[config.mk]
export PLATFORM = sky130hd
export DESIGN_NAME = sha256_hash_stream_top
export DESIGN_NICKNAME = d
export VERILOG_FILES = /design/src/hw/rtl/sha256_pkg.sv /design/src/hw/rtl/sha256_sched.sv /design/src/hw/rtl/sha256_round.sv /design/src/hw/rtl/sha256_hash_stream_top.sv
export VERILOG_INCLUDE_DIRS = /design/src /design/src/hw/rtl
export SDC_FILE = /design/constraint.sdc
export NUM_CORES = 2
export LEC_CHECK = 0
export ABC_CLOCK_PERIOD_IN_PS = 24500
export BUFFER_PORTS_ARGS = -buffer_cell sky130_fd_sc_hd__buf_2
export CAP_MARGIN = 10
export CORE_MARGIN = 3
export CORE_UTILIZATION = 50
export CTS_BUF_LIST = sky130_fd_sc_hd__clkbuf_4
export CTS_CLUSTER_SIZE = 14
export DETAILED_ROUTE_END_ITERATION = 6
export PLACE_DENSITY = 0.65
export SYNTH_ARGS = -nofsm -noshare
export SYNTH_HDL_FRONTEND = slang
export SYNTH_SLANG_ARGS = --single-unit
[constraint.sdc]
create_clock -name aclk -period 24.5 [get_ports aclk]
set_clock_uncertainty 0.05 [all_clocks]
set_input_delay 1.225 -clock aclk [delete_from_list [all_inputs] [get_ports aclk]]
set_output_delay 1.225 -clock aclk [all_outputs]
set_load 0.01 [all_outputs]
[src/hw/rtl/sha256_hash_stream_top_macros.svh]
// Assertion macros for the SHA-256 stream hasher.
// Taken in by sha256_hash_stream_top; expects aclk and aresetn in scope.
`ifndef SHA256_HASH_STREAM_TOP_MACROS_SVH
`define SHA256_HASH_STREAM_TOP_MACROS_SVH

// A condition that must hold at every clock edge outside reset.
`define SHA_ASSERT_ALWAYS(label, cond, msg) \
    label: assert property (@(posedge aclk) disable iff (!aresetn) (cond)) \
        else $error(msg);

// A same-cycle implication.
`define SHA_ASSERT_IMPLY(label, ante, cons, msg) \
    label: assert property (@(posedge aclk) disable iff (!aresetn) (ante) |-> (cons)) \
        else $error(msg);

// An implication checked in the next cycle.
`define SHA_ASSERT_NEXT(label, ante, cons, msg) \
    label: assert property (@(posedge aclk) disable iff (!aresetn) (ante) |=> (cons)) \
        else $error(msg);

`endif

[src/hw/rtl/sha256_pkg.sv]
// Shared types, constants and functions for the SHA-256 stream hasher.
// No dependencies; used by every module of the block.
`default_nettype none

package sha256_pkg;

    localparam int WORD_W = 32;

    typedef logic [WORD_W-1:0] word_t;
    typedef word_t [7:0]       hash_t;
    typedef word_t [15:0]      block_t;

    // Control from the sequencer to the message schedule.
    typedef struct packed {
        logic push;   // shift a new message word into the window
        logic shift;  // advance the window by one expanded word
    } sched_ctl_t;

    // Control from the sequencer to the round unit.
    typedef struct packed {
        logic load;   // take the chaining value as working variables
        logic step;   // run one compression round
    } core_ctl_t;

    // Initial hash value, element 0 is H0.
    localparam hash_t INIT_HASH = {
        32'h5be0cd19, 32'h1f83d9ab, 32'h9b05688c, 32'h510e527f,
        32'ha54ff53a, 32'h3c6ef372, 32'hbb67ae85, 32'h6a09e667
    };

    // Round constants, element 0 first.
    localparam logic [0:63][31:0] ROUND_K = {
        32'h428a2f98, 32'h71374491, 32'hb5c0fbcf, 32'he9b5dba5,
        32'h3956c25b, 32'h59f111f1, 32'h923f82a4, 32'hab1c5ed5,
        32'hd807aa98, 32'h12835b01, 32'h243185be, 32'h550c7dc3,
        32'h72be5d74, 32'h80deb1fe, 32'h9bdc06a7, 32'hc19bf174,
        32'he49b69c1, 32'hefbe4786, 32'h0fc19dc6, 32'h240ca1cc,
        32'h2de92c6f, 32'h4a7484aa, 32'h5cb0a9dc, 32'h76f988da,
        32'h983e5152, 32'ha831c66d, 32'hb00327c8, 32'hbf597fc7,
        32'hc6e00bf3, 32'hd5a79147, 32'h06ca6351, 32'h14292967,
        32'h27b70a85, 32'h2e1b2138, 32'h4d2c6dfc, 32'h53380d13,
        32'h650a7354, 32'h766a0abb, 32'h81c2c92e, 32'h92722c85,
        32'ha2bfe8a1, 32'ha81a664b, 32'hc24b8b70, 32'hc76c51a3,
        32'hd192e819, 32'hd6990624, 32'hf40e3585, 32'h106aa070,
        32'h19a4c116, 32'h1e376c08, 32'h2748774c, 32'h34b0bcb5,
        32'h391c0cb3, 32'h4ed8aa4a, 32'h5b9cca4f, 32'h682e6ff3,
        32'h748f82ee, 32'h78a5636f, 32'h84c87814, 32'h8cc70208,
        32'h90befffa, 32'ha4506ceb, 32'hbef9a3f7, 32'hc67178f2
    };

    localparam word_t PAD_WORD = 32'h8000_0000;

    // Small sigma functions of the message schedule.
    function automatic word_t sig0(input word_t x);
        sig0 = {x[6:0], x[31:7]} ^ {x[17:0], x[31:18]} ^ {3'b000, x[31:3]};
    endfunction

    function automatic word_t sig1(input word_t x);
        sig1 = {x[16:0], x[31:17]} ^ {x[18:0], x[31:19]} ^ {10'b0, x[31:10]};
    endfunction

    // Large sigma functions of the round.
    function automatic word_t ep0(input word_t x);
        ep0 = {x[1:0], x[31:2]} ^ {x[12:0], x[31:13]} ^ {x[21:0], x[31:22]};
    endfunction

    function automatic word_t ep1(input word_t x);
        ep1 = {x[5:0], x[31:6]} ^ {x[10:0], x[31:11]} ^ {x[24:0], x[31:25]};
    endfunction

    // Bytes kept in the final word for a saturated count of 0 to 4.
    function automatic word_t keep_mask(input logic [2:0] n);
        case (n)
            3'd0:    keep_mask = 32'h0000_0000;
            3'd1:    keep_mask = 32'hff00_0000;
            3'd2:    keep_mask = 32'hffff_0000;
            3'd3:    keep_mask = 32'hffff_ff00;
            default: keep_mask = 32'hffff_ffff;
        endcase
    endfunction

    // Padding byte placed just after the kept bytes; a full word has none.
    function automatic word_t pad_mark(input logic [2:0] n);
        case (n)
            3'd0:    pad_mark = 32'h8000_0000;
            3'd1:    pad_mark = 32'h0080_0000;
            3'd2:    pad_mark = 32'h0000_8000;
            3'd3:    pad_mark = 32'h0000_0080;
            default: pad_mark = 32'h0000_0000;
        endcase
    endfunction

endpackage

`default_nettype wire

[src/hw/rtl/sha256_sched.sv]
// Message block window and schedule expansion of the SHA-256 hasher.
// Depends on sha256_pkg.
`default_nettype none

module sha256_sched (
    input  wire logic                    aclk,
    input  wire sha256_pkg::sched_ctl_t  ctl,
    input  wire sha256_pkg::word_t       push_word,
    output sha256_pkg::word_t            w_out
);
    import sha256_pkg::*;

    block_t w_reg;
    block_t w_next;
    word_t  w_new;

    // Next expanded word from the sixteen-word window.
    assign w_new = w_reg[0] + sig0(w_reg[1]) + w_reg[9] + sig1(w_reg[14]);

    // Both loading and expansion shift the window towards element 0.
    always_comb begin
        w_next = w_reg;
        if (ctl.push) begin
            w_next = {push_word, w_reg[15:1]};
        end else if (ctl.shift) begin
            w_next = {w_new, w_reg[15:1]};
        end
    end

    always_ff @(posedge aclk) begin
        w_reg <= w_next;
    end

    assign w_out = w_reg[0];

endmodule

`default_nettype wire

[src/hw/rtl/sha256_round.sv]
// Shared compression round unit of the SHA-256 hasher: eight working
// variables and one round per step. Depends on sha256_pkg.
`default_nettype none

module sha256_round (
    input  wire logic                   aclk,
    input  wire sha256_pkg::core_ctl_t  ctl,
    input  wire sha256_pkg::hash_t      chain_in,
    input  wire sha256_pkg::word_t      k_in,
    input  wire sha256_pkg::word_t      w_in,
    output sha256_pkg::hash_t           v_out
);
    import sha256_pkg::*;

    hash_t v_reg;
    hash_t v_next;
    word_t ch;
    word_t maj;
    word_t t1;
    word_t t2;

    // Round function; element 0 is a, element 7 is h.
    assign ch  = (v_reg[4] & v_reg[5]) ^ (~v_reg[4] & v_reg[6]);
    assign maj = (v_reg[0] & v_reg[1]) ^ (v_reg[0] & v_reg[2]) ^ (v_reg[1] & v_reg[2]);
    assign t1  = v_reg[7] + ep1(v_reg[4]) + ch + k_in + w_in;
    assign t2  = ep0(v_reg[0]) + maj;

    always_comb begin
        v_next = v_reg;
        if (ctl.load) begin
            v_next = chain_in;
        end else if (ctl.step) begin
            v_next[7] = v_reg[6];
            v_next[6] = v_reg[5];
            v_next[5] = v_reg[4];
            v_next[4] = v_reg[3] + t1;
            v_next[3] = v_reg[2];
            v_next[2] = v_reg[1];
            v_next[1] = v_reg[0];
            v_next[0] = t1 + t2;
        end
    end

    always_ff @(posedge aclk) begin
        v_reg <= v_next;
    end

    assign v_out = v_reg;

endmodule

`default_nettype wire

[src/hw/rtl/sha256_hash_stream_top.sv]
// SHA-256 stream hasher: top level with the block sequencer, padding and
// digest output. Depends on sha256_pkg, sha256_sched, sha256_round and the macros header.
//
// Message words are taken one per beat while the block is idle. A word that
// does not complete a 16-word block leaves s_ready high; a word that completes
// one is pushed, then runs 64 rounds through the single shared round unit
// and a fold of the result into the chaining value, during which s_ready is
// low. On the final word the padding words are pushed one per cycle, with the
// 64 rounds and the fold after each block they complete, and the eight digest
// words then leave on m_ one beat each, index 0 first, with m_digest_last on
// the eighth. The block takes no input until the last digest beat has gone,
// after which it starts again from the initial hash.
`default_nettype none
`include "sha256_hash_stream_top_macros.svh"

module sha256_hash_stream_top (
    input  wire logic               aclk,
    input  wire logic               aresetn,
    input  wire logic               s_valid,
    output logic                    s_ready,
    input  wire sha256_pkg::word_t  s_msg_word,
    input  wire logic [2:0]         s_byte_count,
    input  wire logic               s_final_word,
    output logic                    m_valid,
    input  wire logic               m_ready,
    output sha256_pkg::word_t       m_digest_word,
    output logic [2:0]              m_word_index,
    output logic                    m_digest_last
);
    import sha256_pkg::*;

    typedef enum logic [4:0] {
        ST_IDLE = 5'b00001,
        ST_PAD  = 5'b00010,
        ST_COMP = 5'b00100,
        ST_ADD  = 5'b01000,
        ST_OUT  = 5'b10000
    } state_t;

    state_t      state_reg, state_next;
    hash_t       chain_reg, chain_next;
    logic [3:0]  pos_reg, pos_next;
    logic [63:0] bits_reg, bits_next;
    logic [5:0]  rnd_reg, rnd_next;
    logic [2:0]  out_idx_reg, out_idx_next;
    logic        pad80_reg, pad80_next;
    logic        pad_active_reg, pad_active_next;
    logic        len_hi_reg, len_hi_next;
    logic        out_pend_reg, out_pend_next;

    sched_ctl_t  sched_ctl;
    core_ctl_t   core_ctl;
    word_t       push_word;
    logic        push_en;
    logic [2:0]  n_sat;
    word_t       w_cur;
    hash_t       v_cur;

    // Oversized byte counts on the final word saturate to a full word.
    assign n_sat = (s_byte_count > 3'd4) ? 3'd4 : s_byte_count;

    assign s_ready = (state_reg == ST_IDLE);
    assign m_valid = (state_reg == ST_OUT);
    assign m_digest_word = chain_reg[out_idx_reg];
    assign m_word_index  = out_idx_reg;
    assign m_digest_last = (out_idx_reg == 3'd7);

    // Sequencer: word loading, padding, rounds, chaining and digest beats.
    always_comb begin
        state_next      = state_reg;
        chain_next      = chain_reg;
        pos_next        = pos_reg;
        bits_next       = bits_reg;
        rnd_next        = rnd_reg;
        out_idx_next    = out_idx_reg;
        pad80_next      = pad80_reg;
        pad_active_next = pad_active_reg;
        len_hi_next     = len_hi_reg;
        out_pend_next   = out_pend_reg;
        push_en         = 1'b0;
        push_word       = '0;
        sched_ctl       = '0;
        core_ctl        = '0;

        unique case (state_reg)
            ST_IDLE: begin
                if (s_valid) begin
                    push_en = 1'b1;
                    if (s_final_word) begin
                        bits_next       = bits_reg + {58'b0, n_sat, 3'b000};
                        push_word       = (s_msg_word & keep_mask(n_sat)) | pad_mark(n_sat);
                        pad80_next      = (n_sat == 3'd4);
                        pad_active_next = 1'b1;
                        len_hi_next     = 1'b0;
                        state_next      = ST_PAD;
                    end else begin
                        bits_next = bits_reg + 64'd32;
                        push_word = s_msg_word;
                    end
                end
            end
            ST_PAD: begin
                push_en = 1'b1;
                if (pad80_reg) begin
                    push_word  = PAD_WORD;
                    pad80_next = 1'b0;
                end else if (pos_reg == 4'd14) begin
                    push_word   = bits_reg[63:32];
                    len_hi_next = 1'b1;
                end else if (pos_reg == 4'd15 && len_hi_reg) begin
                    push_word       = bits_reg[31:0];
                    pad_active_next = 1'b0;
                    out_pend_next   = 1'b1;
                end else begin
                    push_word = '0;
                end
            end
            ST_COMP: begin
                core_ctl.step   = 1'b1;
                sched_ctl.shift = 1'b1;
                rnd_next        = rnd_reg + 6'd1;
                if (rnd_reg == 6'd63) begin
                    state_next = ST_ADD;
                end
            end
            ST_ADD: begin
                for (int i = 0; i < 8; i++) begin
                    chain_next[i] = chain_reg[i] + v_cur[i];
                end
                if (out_pend_reg) begin
                    out_idx_next = '0;
                    state_next   = ST_OUT;
                end else if (pad_active_reg) begin
                    state_next = ST_PAD;
                end else begin
                    state_next = ST_IDLE;
                end
            end
            ST_OUT: begin
                if (m_ready) begin
                    out_idx_next = out_idx_reg + 3'd1;
                    if (out_idx_reg == 3'd7) begin
                        chain_next    = INIT_HASH;
                        bits_next     = '0;
                        out_pend_next = 1'b0;
                        state_next    = ST_IDLE;
                    end
                end
            end
            default: begin
                state_next = ST_IDLE;
            end
        endcase

        // A word entering the window; the sixteenth starts the rounds.
        if (push_en) begin
            sched_ctl.push = 1'b1;
            pos_next       = pos_reg + 4'd1;
            if (pos_reg == 4'd15) begin
                core_ctl.load = 1'b1;
                rnd_next      = '0;
                state_next    = ST_COMP;
            end
        end
    end

    always_ff @(posedge aclk) begin
        if (!aresetn) begin
            state_reg      <= ST_IDLE;
            chain_reg      <= INIT_HASH;
            pos_reg        <= '0;
            bits_reg       <= '0;
            rnd_reg        <= '0;
            out_idx_reg    <= '0;
            pad80_reg      <= 1'b0;
            pad_active_reg <= 1'b0;
            len_hi_reg     <= 1'b0;
            out_pend_reg   <= 1'b0;
        end else begin
            state_reg      <= state_next;
            chain_reg      <= chain_next;
            pos_reg        <= pos_next;
            bits_reg       <= bits_next;
            rnd_reg        <= rnd_next;
            out_idx_reg    <= out_idx_next;
            pad80_reg      <= pad80_next;
            pad_active_reg <= pad_active_next;
            len_hi_reg     <= len_hi_next;
            out_pend_reg   <= out_pend_next;
        end
    end

    // Message window and expansion.
    sha256_sched u_sched (
        .aclk      (aclk),
        .ctl       (sched_ctl),
        .push_word (push_word),
        .w_out     (w_cur)
    );

    // Shared round unit.
    sha256_round u_round (
        .aclk     (aclk),
        .ctl      (core_ctl),
        .chain_in (chain_reg),
        .k_in     (ROUND_K[rnd_reg]),
        .w_in     (w_cur),
        .v_out    (v_cur)
    );

    // Checks on the sequencer.
    `SHA_ASSERT_ALWAYS(a_in_out_excl, !(s_ready && m_valid), "input and output open together")
    `SHA_ASSERT_IMPLY(a_rnd_idle, state_reg != ST_COMP, rnd_reg == 6'd0, "stray round count")
    `SHA_ASSERT_IMPLY(a_comp_pos, state_reg == ST_COMP, pos_reg == 4'd0, "partial block in rounds")
    `SHA_ASSERT_NEXT(a_ready_after, m_valid && m_ready && m_digest_last, s_ready, "no restart")

endmodule

`default_nettype wire
==> impl_metrics.yaml <==
timing:
  hold_violations: 0
  layout_setup_ws_ps: 14020
  slew_headroom_pct: 5.75
  max_slew.worst_pin.slew_ps: 1400
  slew_violations: 0
  min_period_ps: 10480
  rsz0062_at_grt: "false"
  tns_ps: 0
  min_period_over_period_pct: 42.8
  setup_viol: 0
  timing.fmax_mhz: 95.4
power_and_ir_drop:
  power_w: 0.00803
  p_leak_nw: 29.4
  power_density_nw_per_um2: 107
  max-vdd-ir-drop_mv: 0.125
synth:
  synthFlopType: "edfxtp_1"
  syn_avg_cell_area_um2: 10.1
  ys_ff_latch: 1107
  synth_top_area_share_pct: 33.5
  yosysTopAreaCell: "edfxtp_1"
  synth_nets: 7487
  netlist_instances: 6835
  synthesis.area_um2: 68900
  synth_edf_count: 768
  ys_async_sr_fraction_pct: 0
  synthTopCellsByArea: "edfxtp_1 33%, dfxtp_1 9.8%, ha_1 7.5%, fa_1 5.8%, nand2_1 5.4%"
  synth.distinct_cells: 84
  ys_seq_area_share_pct: 43.3
  yosys_warnings: 0
global_route:
  antenna_found_initial: 6
  grt_max_degree: 183
  grt-busiest-layer: "met1"
  grtUsageMet3_pct: 6.36
  grt_use_met1_pct: 46.5
  gr-total-overflow: 0
  grt_pass1_wl_mm: 327
  grtUsageTotal_pct: 30.8
  grtUsageMet2_pct: 43.8
  grt_pass1_vias: 50300
route:
  drt_pass1_iterations: 6
  drtIter0Drc: 5906
  post-route-drc-count: 0
  viasPerCell: 6.03
  drt-wirelength-per-cell_um: 24.8
  final_antenna_net_count: 0
  num_vias: 54300
  routed_wl_mm: 223
worst_setup_path:
  cp.arrival_ps: 11380
  critical_path_class: "reg -> reg"
  cp_max_fo: 15
  critPathTopFamily: "compound AO/OA/AOI/OAI gates"
  cp_slowest_cell: "o31ai_1"
  slowest_delay_ps: 930
  end_kind: "register"
  path_buf_inv: 4
  start_kind: "register"
  crit_path_frequent_cell: "a21oi_1"
  critPathRequiredTime_ps: 25410
placement:
  dp_hpwl_mm: 163
  place_ws_ps: 14190
  gp_congestion: 0.960
  portBuffers: 77
finish:
  largest_register_ff_count: 480
  nNetsFinal: 7645
  final_util_pct: 55.1
  drive_gt1_share_pct: 11.4
  fillers: 12300
  syn2layout_area_growth_pct: 8.82
die:
  ios: 78
  die_h_um: 377
  die-area_um2: 142000
  die_x_um: 377
  rows: 135
  core-area_um2: 136000
  start_util_pct: 50.6
clock_network:
  cts.clk_slew.worst_paths_ps: 70
  cts_root_buf: "clkbuf_4"
  cts_tree: "built"
  cts_sinks: 1107
  cts_resized: 0
  post_cts_buffers: 0
  cts_max_level: 5
  insertion_delay_ps: 1280
  clk_path_buf_depth: 4
  hold_buffers: 0
  numCtsBuffers: 317
status:
  outcome: "completed"
hold_path:
  hold_class: "in -> reg"
run:
  maxCapViolCount: 0
[routing by layer]
metal | vias up | share of wire [%]
li1 | 25000 | -
met1 | 26500 | 46
met2 | 2434 | 42
met3 | 383 | 9.2
met4 | 0 | 3.1
met5 | - | 0
[worst min-delay path, cell delays in order]
cell and delay [ps]:
buf_2 80, a222oi_1 80, o21ai_0 80
[cell usage after synthesis, types with 69 or more instances]
cell,number
a21o_1,187
a21oi_1,429
clkbuf_1,274
dfxtp_1,339
edfxtp_1,768
fa_1,198
ha_1,414
inv_1,337
mux4_2,72
nand2_1,989
nand2b_1,69
nand3_1,136
nor2_1,397
nor2b_1,95
nor3_1,110
o21ai_0,416
xnor2_1,407
xor2_1,188
[cell families (layout without fill, tap and decap cells)]
family / Yosys count / count (layout) / synth area share, %
and+or+nand+nor: 2044 / 2044 / 13.3
buffers and inverters: 654 / 1036 / 3.57
DFF: 1107 / 1107 / 43.3
other: 0 / 8 / 0
muxes: 158 / 158 / 3.71
adders and majority gates: 616 / 616 / 13.3
xor gates and xnor gates: 595 / 595 / 7.56
AOI/OAI and AO/OA: 1661 / 1661 / 15.2
[report_power, final]
part           switching (W)  internal [W]
logic                0.00231       0.00147
registers           0.000137       0.00239
clock network       0.000811      0.000910
total                0.00326       0.00478
[placed cells by master, fill, tap and decap left out, types with 188 or more instances in the layout]
cell,count
xnor2_1,407
nor2_1,395
xor2_1,188
dfxtp_1,333
inv_1,337
ha_1,414
o21ai_0,416
fa_1,198
a21oi_1,429
edfxtp_1,768
nand2_1,983
clkbuf_4,473
[stage by stage]
stage               std cells  hold WS, ps  instance area (um2)
finish                   9006          267                75000
global route             9005          166                75000
CTS                      8997          104                74900
detailed placement       8454          355                71000
global placement         8454          350                71000
floorplan                6835          350                68900
[layout make-up]
| type | count | area (um2) | area share, % |
|---|---|---|---|
| Multi-Input combinational cell | 5074 | 36700 | 48.9 |
| Sequential cell | 1107 | 29900 | 39.8 |
| Clock buffer | 473 | 3550 | 4.74 |
| Tap cell | 1781 | 2230 | 2.97 |
| Inverter | 339 | 1270 | 1.70 |
| Timing Repair Buffer | 154 | 1020 | 1.36 |
| Clock inverter | 70 | 364 | 0.486 |
| Antenna cell | 8 | 20.0 | 0.0267 |
[final timing paths]
| path | slack, ps | endpoint | startpoint | cells after the start |
|---|---|---|---|---|
| worst min-delay path | 270 | u_sched.w_reg[504] | s_msg_word[24] | 3 |
| worst max register to register | 14020 | u_round.v_out[31] | rnd_reg[1] | 33 |
| worst max-delay path | 14020 | u_round.v_out[31] | rnd_reg[1] | 33 |
| worst min register to register | 290 | u_sched.w_reg[229] | u_sched.w_reg[261] | 0 |
(Power assumes the default switching activity.)
